==> src/hdl/til_pkg.sv <==
// Shared constants, codes and control structures of the timed interval lookup block.
package til_pkg;

	localparam int MAX_ENTRIES = 1024;
	localparam int IDX_W       = $clog2(MAX_ENTRIES);
	localparam int CNT_W       = IDX_W + 1;
	localparam int TIME_W      = 32;
	localparam int REM_W       = 10;
	localparam int OUT_IDX_W   = 10;
	localparam int KIND_W      = 2;

	localparam logic [KIND_W-1:0] KIND_LOAD  = 2'd0;
	localparam logic [KIND_W-1:0] KIND_QUERY = 2'd1;
	localparam logic [KIND_W-1:0] KIND_CLEAR = 2'd2;

	// Source of the table read address.
	typedef enum logic [1:0] {
		ADDR_PTR,
		ADDR_MID,
		ADDR_FIRST,
		ADDR_LAST
	} til_addr_sel_t;

	// Commands from the controller to the datapath.
	typedef struct packed {
		logic          load;
		logic          clear;
		logic          cap_query;
		logic          rd_en;
		til_addr_sel_t rd_sel;
		logic          ptr_inc;
		logic          bs_step;
		logic          res_write;
		logic          res_found;
		logic          rem_zero;
	} til_cmd_t;

	// Status from the datapath to the controller.
	typedef struct packed {
		logic cnt_zero;
		logic ptr_in_range;
		logic lo_lt_hi;
		logic holds;
		logic end_lt;
	} til_sts_t;

endpackage

==> src/hdl/til_ctrl.sv <==
// Controller state machine that sequences loads, forward scans and binary searches.
module til_ctrl import til_pkg::*; (
	input  logic              clk,
	input  logic              arst_n,
	input  logic              req_valid,
	input  logic [KIND_W-1:0] req_kind,
	input  logic              req_seek,
	output logic              req_ready,
	output logic              rsp_valid,
	input  logic              rsp_ready,
	output til_cmd_t          cmd,
	input  til_sts_t          sts
);

	typedef enum logic [2:0] {
		S_IDLE,
		S_SCAN,
		S_SCAN_CHK,
		S_BS,
		S_BS_CHK,
		S_FIRST_CHK,
		S_LAST_CHK,
		S_DONE
	} state_t;

	state_t state_q;
	state_t state_d;
	logic   done_found_q;
	logic   done_found_d;
	logic   done_rem_zero_q;
	logic   done_rem_zero_d;
	logic   rsp_valid_q;

	assign req_ready = (state_q == S_IDLE);
	assign rsp_valid = rsp_valid_q;

	always_comb begin
		cmd             = '0;
		state_d         = state_q;
		done_found_d    = done_found_q;
		done_rem_zero_d = done_rem_zero_q;
		unique case (state_q)
			S_IDLE: begin
				if (req_valid) begin
					unique case (req_kind)
						KIND_LOAD:  cmd.load = 1'b1;
						KIND_CLEAR: cmd.clear = 1'b1;
						KIND_QUERY: begin
							cmd.cap_query = 1'b1;
							if (sts.cnt_zero) begin
								done_found_d    = 1'b0;
								done_rem_zero_d = 1'b0;
								state_d         = S_DONE;
							end else if (req_seek) begin
								state_d = S_BS;
							end else begin
								state_d = S_SCAN;
							end
						end
						default: ;
					endcase
				end
			end
			S_SCAN: begin
				if (sts.ptr_in_range) begin
					cmd.rd_en  = 1'b1;
					cmd.rd_sel = ADDR_PTR;
					state_d    = S_SCAN_CHK;
				end else begin
					done_found_d    = 1'b0;
					done_rem_zero_d = 1'b0;
					state_d         = S_DONE;
				end
			end
			S_SCAN_CHK: begin
				if (sts.holds) begin
					done_found_d    = 1'b1;
					done_rem_zero_d = 1'b0;
					state_d         = S_DONE;
				end else begin
					cmd.ptr_inc = 1'b1;
					state_d     = S_SCAN;
				end
			end
			S_BS: begin
				cmd.rd_en = 1'b1;
				if (sts.lo_lt_hi) begin
					cmd.rd_sel = ADDR_MID;
					state_d    = S_BS_CHK;
				end else begin
					cmd.rd_sel = ADDR_FIRST;
					state_d    = S_FIRST_CHK;
				end
			end
			S_BS_CHK: begin
				if (sts.holds) begin
					done_found_d    = 1'b1;
					done_rem_zero_d = 1'b0;
					state_d         = S_DONE;
				end else begin
					cmd.bs_step = 1'b1;
					state_d     = S_BS;
				end
			end
			S_FIRST_CHK: begin
				if (sts.holds) begin
					done_found_d    = 1'b1;
					done_rem_zero_d = 1'b0;
					state_d         = S_DONE;
				end else begin
					cmd.rd_en  = 1'b1;
					cmd.rd_sel = ADDR_LAST;
					state_d    = S_LAST_CHK;
				end
			end
			S_LAST_CHK: begin
				done_found_d    = sts.holds;
				done_rem_zero_d = !sts.holds;
				state_d         = S_DONE;
			end
			S_DONE: begin
				if (!rsp_valid_q || rsp_ready) begin
					cmd.res_write = 1'b1;
					cmd.res_found = done_found_q;
					cmd.rem_zero  = done_rem_zero_q;
					state_d       = S_IDLE;
				end
			end
		endcase
	end

	always_ff @(posedge clk or negedge arst_n) begin
		if (!arst_n) begin
			state_q         <= S_IDLE;
			done_found_q    <= 1'b0;
			done_rem_zero_q <= 1'b0;
			rsp_valid_q     <= 1'b0;
		end else begin
			state_q         <= state_d;
			done_found_q    <= done_found_d;
			done_rem_zero_q <= done_rem_zero_d;
			if (cmd.res_write) begin
				rsp_valid_q <= 1'b1;
			end else if (rsp_ready) begin
				rsp_valid_q <= 1'b0;
			end
		end
	end

`ifndef SYNTH
	// A result is written only into a free or draining output register.
	a_res_write_free: assert property (@(posedge clk) disable iff (!arst_n)
		cmd.res_write |-> (!rsp_valid_q || rsp_ready))
		else $error("result written over a pending item");

	// A query keeps the input closed on the following cycle.
	a_query_blocks: assert property (@(posedge clk) disable iff (!arst_n)
		(req_valid && req_ready && req_kind == KIND_QUERY) |=> !req_ready)
		else $error("input reopened right after a query");

	// Every check state follows a table read.
	a_check_after_read: assert property (@(posedge clk) disable iff (!arst_n)
		(state_q == S_SCAN_CHK || state_q == S_BS_CHK || state_q == S_FIRST_CHK ||
		 state_q == S_LAST_CHK) |-> $past(cmd.rd_en))
		else $error("entry checked without a read");

	// The response only appears after a result write.
	a_valid_from_write: assert property (@(posedge clk) disable iff (!arst_n)
		$rose(rsp_valid_q) |-> $past(cmd.res_write))
		else $error("response raised without a result");
`endif

endmodule

==> config.mk <==
export PLATFORM = sky130hd
export DESIGN_NAME = til_ctrl
export DESIGN_NICKNAME = d
export VERILOG_FILES = /design/src/hdl/til_pkg.sv /design/src/hdl/til_ctrl.sv
export SDC_FILE = /design/constraint.sdc
export NUM_CORES = 1
export LEC_CHECK = 0
export BUFFER_PORTS_ARGS = -buffer_cell sky130_fd_sc_hd__buf_2
export CAP_MARGIN = 20
export CORE_AREA = 2 2 39 41
export DETAILED_ROUTE_END_ITERATION = 8
export DIE_AREA = 0 0 41 43
export GPL_TIMING_DRIVEN = 0
export PLACE_DENSITY = 0.68
export SLEW_MARGIN = 20
export SYNTH_ARGS = -nofsm -noshare
export SYNTH_HDL_FRONTEND = slang
export SYNTH_SLANG_ARGS = --single-unit
==> constraint.sdc <==
create_clock -name clk -period 1.7 [get_ports clk]
set_input_delay 0.34 -clock clk [delete_from_list [all_inputs] [get_ports clk]]
set_output_delay 0.34 -clock clk [all_outputs]
set_load 0.005 [all_outputs]
==> results.py, run 1 <==
metrics = {
    "placed_design": {
        "place.gp.congestion": 0.7341,
        "dpl_cell_area_um2": 641.9,
        "dpl.hpwl_um": 920,
        "port_buffers": 23,
    },
    "die": {
        "core_um2": 1384,
        "die_x_um": 41,
        "rows": 14,
        "ioPinCount": 25,
        "floorplan.die_area_um2": 1763,
        "initial_utilization_pct": 36.62,
        "die_h_um": 43,
    },
    "route": {
        "ant_nets": 0,
        "wirelength_um": 1382,
        "drt-wirelength-per-cell_um": 12.56,
        "via_count": 574,
        "drt-pass1-iter-count": 4,
        "avgViaCountPerCell": 5.218,
        "dr.first_iter.drc_count": 7,
        "drc": 0,
    },
    "global_routing": {
        "grt_overflow_total": 0,
        "grt_first_pass_wirelength_um": 2083,
        "antenna_found_initial": 0,
        "grt_pass1_vias": 517,
        "grt_max_degree": 11,
        "grtUsageTotal_pct": 16.82,
    },
    "min_path": {
        "whs_path_depth": 2,
        "worstHoldStart": "sts[1]",
        "min_path_type": "in -> reg",
        "min_to": "done_found_q",
    },
    "yosys": {
        "synthesis.nets": 74,
        "postSynthAreaPerCell_um2": 8.173,
        "synth_top_family_by_area": "simple AND/OR/NAND/NOR gates",
        "ys.warnings.count": 0,
        "synthXorXnorAreaFrac_pct": 1.728,
        "synth-simple-area-share_pct": 37.78,
        "yosys.area_share.adder_pct": 0,
        "synth_mux_area_share_pct": 4.444,
        "netlist_instances": 62,
        "ys_seq_elements": 6,
        "ys_seq_area_share_pct": 29.63,
        "ys_types": 30,
        "synth_compound_area_share_pct": 18.77,
        "syn_area_um2": 506.7,
    },
    "status": {
        "violations": "setup timing",
        "status": "complete, but fails checks",
    },
    "setup_path": {
        "arrival_ns": 1.47,
        "startpoint_type": "flop",
        "cp_max_fo": 5,
        "r2r_slack_ns": 0,
        "r2r_end": "done_found_q",
        "crit_path_end_kind": "output pin",
        "rr_worst_depth": 4,
        "cp.required_ns": 1.36,
        "r2r-start": "state_q[2]",
        "path_class": "reg -> out",
    },
    "cells_and_area": {
        "area_growth_pct": 55.56,
        "finalNetCount": 108,
        "antenna_cells": 0,
        "drive_above_1_share_pct": 53.19,
        "stdcell_area_um2": 788.3,
    },
    "clocking": {
        "cts_made_buffers": 3,
        "cts-root-buf": "clkbuf_4",
        "cts.sinks": 6,
        "cts_tree": "yes",
        "h-tree-depth": 1,
        "clk-insertion-delay-late_ns": 0.24,
        "clk_pin_slew_ns": 0.04,
        "clk_path_buf_depth": 2,
    },
    "sta": {
        "skew_ns": 0.002280,
        "slew_viol_final": 0,
        "postLayoutSetupSlackWorst_ns": -0.1140,
        "tightest_slew_ns": 0.3360,
        "finalCriticalPeriod_ns": 1.814,
        "hold_ws_ns": 0.4255,
        "finalCritPeriodShare_pct": 106.7,
        "maxSlewHeadroom_pct": 77.30,
        "finalHoldViolCount": 0,
        "setup_viol_count_final": 8,
        "timing.fmax_mhz": 551.3,
        "rsz0062_at_grt": "yes",
    },
    "pwr": {
        "peakVddDrop_v": 0.0007752,
        "power_leakage_nw": 0.3832,
        "total_power_mw": 1.210,
        "power_density_nw_per_um2": 1535,
    },
    "run": {
        "maxCapViolations": 0,
    },
}
[cell usage after synthesis]
master | n | area [µm²]
inv_1 | 4 | 15.01
o21ai_0 | 8 | 40.04
mux4_2 | 1 | 22.52
nor4b_1 | 2 | 17.52
and4b_1 | 1 | 10.01
and2_1 | 3 | 18.77
or3_1 | 2 | 12.51
clkbuf_1 | 2 | 7.510
or3b_2 | 1 | 8.760
nor2b_1 | 2 | 12.51
a21o_1 | 1 | 7.510
nor4bb_1 | 1 | 10.01
nor3_1 | 1 | 5.000
and2_0 | 1 | 6.260
a32o_1 | 1 | 10.01
buf_2 | 1 | 5.000
a21boi_0 | 2 | 15.01
nand3b_1 | 2 | 15.01
a31o_2 | 1 | 8.760
a22oi_1 | 1 | 7.510
nand3_1 | 2 | 10.01
dfrtp_1 | 6 | 150.1
nor2_1 | 8 | 30.03
nor3b_1 | 1 | 7.510
a31oi_1 | 1 | 6.260
nand2b_1 | 2 | 12.51
nand2_1 | 1 | 3.750
buf_6 | 1 | 11.26
or3_4 | 1 | 11.26
xnor2_1 | 1 | 8.760
[cell type report]
class / instances / area (µm²)
plain buffers: 2 / 12.51
clock buffers: 3 / 22.52
inverters: 4 / 17.52
flip-flops and latches: 6 / 152.6
multi-input cells: 48 / 371.6
repair buffers: 31 / 191.4
well taps: 16 / 20.02
fillers: 138 / 595.6
[where the power goes]
group / switching, mW / leakage [nW] / internal (mW) / total, mW
clock network: 0.0509 / 0.0138 / 0.0798 / 0.131
registers: 0.0771 / 0.0679 / 0.220 / 0.297
logic: 0.358 / 0.301 / 0.424 / 0.782
total: 0.486 / 0.383 / 0.724 / 1.21
[state kept, by name, indices dropped and copies added, names as in the netlist]
register         cells
state_q              3
done_found_q         1
done_rem_zero_q      1
rsp_valid            1
[how the worst max path moves through the flow]
stage | startpoint | end | slack (ns)
floorplan | state_q[1] | done_found_q | 0.15
global placement | state_q[1] | cmd[7] | 0.07
detailed placement | state_q[1] | cmd[5] | 0.04
CTS | state_q[1] | cmd[10] | -0.15
global route | state_q[2] | cmd[10] | -0.15
finish | state_q[2] | cmd[10] | -0.11
[placed cells by master, fill, tap and decap left out, types with 2 or more instances in the layout]
cell and count:
dfrtp_2 2, dfrtp_1 4, nand2b_1 2, inv_1 3
or3_1 2, a21boi_2 2, buf_4 5, nand3b_1 2
buf_6 3, o21ai_0 7, clkbuf_4 4, buf_2 22
nor2_2 2, and2_1 3, nor2_1 6
[metal layers]
metal	routed length, µm	up-vias	global-route usage (%)
met1	628	266	23.05
met3	71	2	1.571
met2	672	19	26.25
li1	-	287	-
met5	0	-	0
met4	10	0	6.000
[what timing repair did]
item	in CTS	in global routing
setup buffers	4	3
hold buffers	1	0
endpoints found under the hold margin	6	0
gates resized for setup	12	18
pin swaps	5	4
endpoints found under the setup margin	10	13
[per-stage QoR]
step                cells  worst slack (ns)  TNS (ns)  util, %
floorplan              62            0.1487         0        -
global placement      101           0.06835         0    46.38
detailed placement    101           0.03837         0    46.38
CTS                   109           -0.1471   -0.6287    52.98
global route          110           -0.1549   -0.7965    56.96
finish                110           -0.1140   -0.3921    56.96
[kinds of logic after synthesis]
group | count (synthesis)
multiplexers | 1
buffers and inverters | 8
AND/OR/NAND/NOR | 31
XOR/XNOR | 1
AO/OA/AOI/OAI | 15
flip-flops | 6
[critical path, stage by stage, from the launching register on]
cell     delay [ns]
dfrtp_2        0.44
or3_4          0.44
nor4b_4        0.20
buf_2          0.14
Note: power is estimated with default switching activity, not from simulation.
==> inputs of run 2 (changes only) <==
--- a/config.mk
+++ b/config.mk
@@ -12,6 +12,7 @@
 export DIE_AREA = 0 0 41 43
 export GPL_TIMING_DRIVEN = 0
 export PLACE_DENSITY = 0.68
+export SETUP_SLACK_MARGIN = 0.15
 export SLEW_MARGIN = 20
 export SYNTH_ARGS = -nofsm -noshare
 export SYNTH_HDL_FRONTEND = slang
==> results.py, run 2 (synthesized netlist as in run 1, its figures left out) <==
metrics = {
    "setup_path": {
        "crit_family": "simple AND/OR/NAND/NOR gates",
        "cp_max_fo": 6,
        "path_class": "reg -> out",
        "arrival_ns": 1.47,
        "cp.required_ns": 1.36,
        "crit_slowest_cell": "or3_4",
        "cp_slowest_stage_delay_ns": 0.37,
        "path_cells": "buf_6 -> or3_4 -> inv_4 -> and4b_1 -> buf_2",
        "crit_path_end_kind": "output pin",
        "cp.buffers_inverters": 3,
        "startpoint_type": "flop",
    },
    "global_routing": {
        "grt_first_pass_wirelength_um": 2125,
        "grtUsageTotal_pct": 17.42,
        "grt_max_degree": 11,
        "grt_overflow_total": 0,
        "grt_pass1_vias": 522,
        "antenna_found_initial": 0,
    },
    "route": {
        "avgViaCountPerCell": 5.297,
        "dr.first_iter.drc_count": 2,
        "drt-wirelength-per-cell_um": 12.61,
        "drt-pass1-iter-count": 3,
        "via_count": 588,
        "ant_nets": 0,
        "wirelength_um": 1400,
        "drc": 0,
    },
    "clocking": {
        "h-tree-depth": 1,
        "clk_pin_slew_ns": 0.04,
        "clk-insertion-delay-late_ns": 0.24,
        "cts_tree": "yes",
        "cts.sinks": 6,
        "cts-root-buf": "clkbuf_4",
        "cts_made_buffers": 3,
        "clk_path_buf_depth": 2,
    },
    "pwr": {
        "power_density_nw_per_um2": 1613,
        "comb_power_share_pct": 69.7,
        "p_seq_share_pct": 20.5,
        "clkPwrFrac_pct": 9.8,
        "power_switching_share_pct": 38.37,
        "peakVddDrop_v": 0.0008687,
        "power_leakage_nw": 0.3960,
        "p_switching_uw": 499.4,
        "p_int_uw": 802.3,
    },
    "sta": {
        "rsz0062_at_grt": "yes",
        "timing.fmax_mhz": 551.2,
        "setup_viol_count_final": 7,
        "skew_ns": 0.0006474,
        "finalHoldViolCount": 0,
        "tightest_slew_ns": 0.3274,
        "maxSlewHeadroom_pct": 77.87,
        "slew_viol_final": 0,
        "postLayoutSetupSlackWorst_ns": -0.1142,
        "finalCritPeriodShare_pct": 106.7,
        "finalCriticalPeriod_ns": 1.814,
        "hold_ws_ns": 0.4332,
    },
    "placed_design": {
        "dp_slack_ns": 0.03253,
        "dpl.hpwl_um": 979.8,
        "port_buffers": 23,
        "place.gp.congestion": 0.7505,
    },
    "die": {
        "ioPinCount": 25,
        "die_h_um": 43,
        "rows": 14,
        "core_um2": 1384,
        "die_x_um": 41,
        "initial_utilization_pct": 36.62,
        "floorplan.die_area_um2": 1763,
    },
    "cells_and_area": {
        "area_growth_pct": 59.26,
        "largest_register_ffs": 3,
        "regMostFlops": "state_q",
        "final_common_cell": "buf_2",
        "fin_util_pct": 58.32,
        "drive_above_1_share_pct": 52.63,
        "layout.cells.most_common_list": "buf_2, nor2_1, o21ai_0, buf_6, dfrtp_1",
        "antenna_cells": 0,
        "finalNetCount": 109,
    },
    "run": {
        "maxCapViolations": 0,
    },
    "status": {
        "violations": "setup timing",
        "status": "complete, but fails checks",
    },
    "min_path": {
        "min_path_type": "in -> reg",
    },
}
==> run 2: cell types whose count changed in the layout (fill, tap and decap cells not counted), sizes merged <==
cell and delta:
buf +2, clkbuf -1
==> run 2: layout make-up <==
type / instances / area [µm²]
Buffer: 4 / 47.55
Clock buffer: 3 / 22.52
Fill cell: 129 / 576.8
Inverter: 4 / 17.52
Multi-Input combinational cell: 48 / 370.4
Sequential cell: 6 / 151.4
Tap cell: 16 / 20.02
Timing Repair Buffer: 30 / 177.7
==> run 2: per-stage QoR <==
step	instance area, µm²	total power [mW]	setup TNS, ns	std cells
6_report	807.0	1.302	-0.3892	111
5_1_grt	807.0	1.411	-0.9213	111
4_1_cts	729.5	1.147	-0.5945	108
3_5_place_dp	641.9	0.8917	0	101
3_3_place_gp	641.9	0.8749	0	101
2_1_floorplan	506.7	0.7041	0	62
==> run 2: final timing paths <==
kind	start	endpoint	slack, ns	cells after the start
max	state_q[1]	cmd[9]	-0.11	5
min	sts[1]	done_found_q	0.43	2
max reg2reg	state_q[1]	done_found_q	0.15	4
min reg2reg	done_found_q	done_found_q	0.53	1
max in group asynchronous	arst_n	state_q[2]	1.09	2
min in group asynchronous	arst_n	rsp_valid	0.46	2
==> run 2: repair_timing <==
| action | 4_1_cts | 5_1_grt |
|---|---|---|
| setup endpoints to repair | 13 | 14 |
| resized for setup | 15 | 14 |
| endpoints found under the hold margin | 6 | 0 |
| pin swaps | 5 | 6 |
| setup buffers | 3 | 3 |
| hold buffers | 1 | 0 |
==> run 2: layer usage <==
metal  wire length [µm]  GRT usage (%)  vias to the layer above
met2                680          27.81                       21
met4                 46          10.67                        0
met3                 80          2.618                        6
met1                592          20.45                      272
met5                  0              0                        -
li1                   -              -                      289
==> run 2: power by group through the flow <==
stage,registers [mW],clock network (mW),logic (mW)
after global routing,0.273,0.142,0.996
after detailed placement,0.271,0,0.621
final,0.267,0.127,0.908
after global placement,0.270,0,0.605
after CTS,0.272,0.132,0.743
after floorplan,0.257,0,0.447
==> inputs of run 3 (changes only) <==
--- a/config.mk
+++ b/config.mk
@@ -7,12 +7,14 @@
 export LEC_CHECK = 0
 export BUFFER_PORTS_ARGS = -buffer_cell sky130_fd_sc_hd__buf_2
 export CAP_MARGIN = 20
-export CORE_AREA = 2 2 39 41
+export CELL_PAD_IN_SITES_DETAIL_PLACEMENT = 1
+export CELL_PAD_IN_SITES_GLOBAL_PLACEMENT = 2
+export CORE_UTILIZATION = 23
 export DETAILED_ROUTE_END_ITERATION = 8
-export DIE_AREA = 0 0 41 43
 export GPL_TIMING_DRIVEN = 0
-export PLACE_DENSITY = 0.68
+export PLACE_DENSITY_LB_ADDON = 0.1
 export SETUP_SLACK_MARGIN = 0.15
+export SKIP_CTS_REPAIR_TIMING = 1
 export SLEW_MARGIN = 20
 export SYNTH_ARGS = -nofsm -noshare
 export SYNTH_HDL_FRONTEND = slang
==> results.py, run 3 (synthesized netlist as in run 1, its figures left out) <==
metrics = {
    "global_routing": {
        "grt_max_degree": 11,
        "grt_first_pass_wirelength_um": 2401,
        "grt_pass1_vias": 517,
        "grtUsageTotal_pct": 13.55,
        "antenna_found_initial": 0,
        "grt_overflow_total": 0,
    },
    "die": {
        "die_h_um": 48.94,
        "rows": 16,
        "floorplan.die_area_um2": 2395,
        "initial_utilization_pct": 25.06,
        "die_x_um": 48.94,
        "ioPinCount": 25,
        "core_um2": 2022,
    },
    "setup_path": {
        "crit_path_end_kind": "output pin",
        "cp.required_ns": 1.36,
        "cp.buffers_inverters": 2,
        "path_cells": "buf_6 -> or3_4 -> nor4b_2 -> buf_2",
        "path_depth": 4,
        "cp_max_fo": 5,
        "r2r_end": "done_found_q",
        "r2r_slack_ns": 0.08,
        "startpoint_type": "flop",
        "crit_family": "simple AND/OR/NAND/NOR gates",
        "r2r-start": "state_q[1]",
        "arrival_ns": 1.48,
        "cp_slowest_stage_delay_ns": 0.38,
        "crit_slowest_cell": "dfrtp_1",
        "rr_worst_depth": 4,
        "path_class": "reg -> out",
    },
    "pwr": {
        "peakVddDrop_v": 0.0004481,
        "power_density_nw_per_um2": 1536,
        "power_leakage_nw": 0.3675,
        "total_power_mw": 1.167,
    },
    "clocking": {
        "clk-insertion-delay-late_ns": 0.25,
        "clk_path_buf_depth": 2,
        "cts_made_buffers": 3,
        "cts.sinks": 6,
        "h-tree-depth": 1,
        "cts_tree": "yes",
        "cts-root-buf": "clkbuf_4",
        "clk_pin_slew_ns": 0.05,
    },
    "sta": {
        "finalCritPeriodShare_pct": 107.0,
        "rsz0062_at_grt": "yes",
        "slew_viol_final": 0,
        "skew_ns": 0.003363,
        "maxSlewHeadroom_pct": 77.61,
        "tightest_slew_ns": 0.3314,
        "timing.fmax_mhz": 549.7,
        "finalCriticalPeriod_ns": 1.819,
        "setup_viol_count_final": 9,
        "finalHoldViolCount": 0,
        "postLayoutSetupSlackWorst_ns": -0.1190,
        "hold_ws_ns": 0.4166,
    },
    "status": {
        "status": "complete, but fails checks",
        "violations": "setup timing",
    },
    "placed_design": {
        "dp_cells": 112,
        "port_buffers": 23,
        "dpl.hpwl_um": 1149,
        "place.gp.congestion": 0.6839,
    },
    "cells_and_area": {
        "n_fill_cell": 252,
        "final_common_cell": "buf_2",
        "layout.cells.most_common_list": "buf_2, nor2_1, o21ai_0, buf_4, dfrtp_1",
        "final_cells": 121,
        "regMostFlops": "state_q",
        "largest_register_ffs": 3,
        "area_growth_pct": 49.88,
        "antenna_cells": 0,
        "finalNetCount": 108,
        "multiInputGateArea_um2": 331.6,
        "drive_above_1_share_pct": 45.74,
        "regArea_um2": 150.1,
    },
    "route": {
        "via_count": 577,
        "wirelength_um": 1521,
        "ant_nets": 0,
        "avgViaCountPerCell": 4.769,
        "drt-pass1-iter-count": 4,
        "dr.first_iter.drc_count": 3,
        "drc": 0,
        "drt-wirelength-per-cell_um": 12.57,
    },
    "min_path": {
        "min_to": "done_found_q",
        "whs_path_depth": 2,
        "min_path_type": "in -> reg",
        "worstHoldStart": "sts[1]",
    },
    "run": {
        "maxCapViolations": 0,
    },
}
## run 3: cell count changes in the layout (fill, tap and decap cells not counted), sizes merged
cell	delta
buf	-1
## run 3: per-stage QoR
step,util [%],setup WS (ns),setup TNS [ns],instance area [µm²]
2_1_floorplan,-,0.1487,0,506.7
3_3_place_gp,32.43,0.04371,0,655.6
3_5_place_dp,32.43,0.02149,0,655.6
4_1_cts,33.54,-0.2504,-1.629,678.2
5_1_grt,37.56,-0.1877,-1.241,759.5
6_report,37.56,-0.1190,-0.5771,759.5
## run 3: layer usage
metal / track usage [%] / wire [µm] / vias to the layer above
li1: - / - / 284
met1: 16.89 / 709 / 269
met2: 21.30 / 715 / 22
met3: 5.296 / 82 / 2
met4: 4.412 / 13 / 0
met5: 0 / 0 / -
## run 3: worst reg2reg max path: cells and delay by family, from the launching register on
family          cells  cell delay, ns
simple gates        2            0.75
buf+inv             1            0.13
compound gates      1            0.26
flops               1            0.38
## run 3: worst max-delay path by stage
stage	from	end	slack, ns
CTS	state_q[1]	cmd[10]	-0.25
detailed placement	state_q[1]	cmd[7]	0.02
global route	state_q[1]	cmd[10]	-0.19
finish	state_q[1]	cmd[10]	-0.12
global placement	state_q[1]	cmd[9]	0.04
floorplan	state_q[1]	done_found_q	0.15
## run 3: final cells by class
cell class                      instances  area share, %
Inverter                                4          2.306
Clock buffer                            3          2.965
Timing Repair Buffer                   29          22.73
Multi-Input combinational cell         48          43.66
Tap cell                               27          4.448
Buffer                                  4          4.119
Sequential cell                         6          19.77
## run 3: power by group
part           internal (mW)  leakage (nW)  switching (mW)
registers              0.215        0.0695          0.0489
clock network         0.0802        0.0138          0.0563
logic                  0.406         0.284           0.360
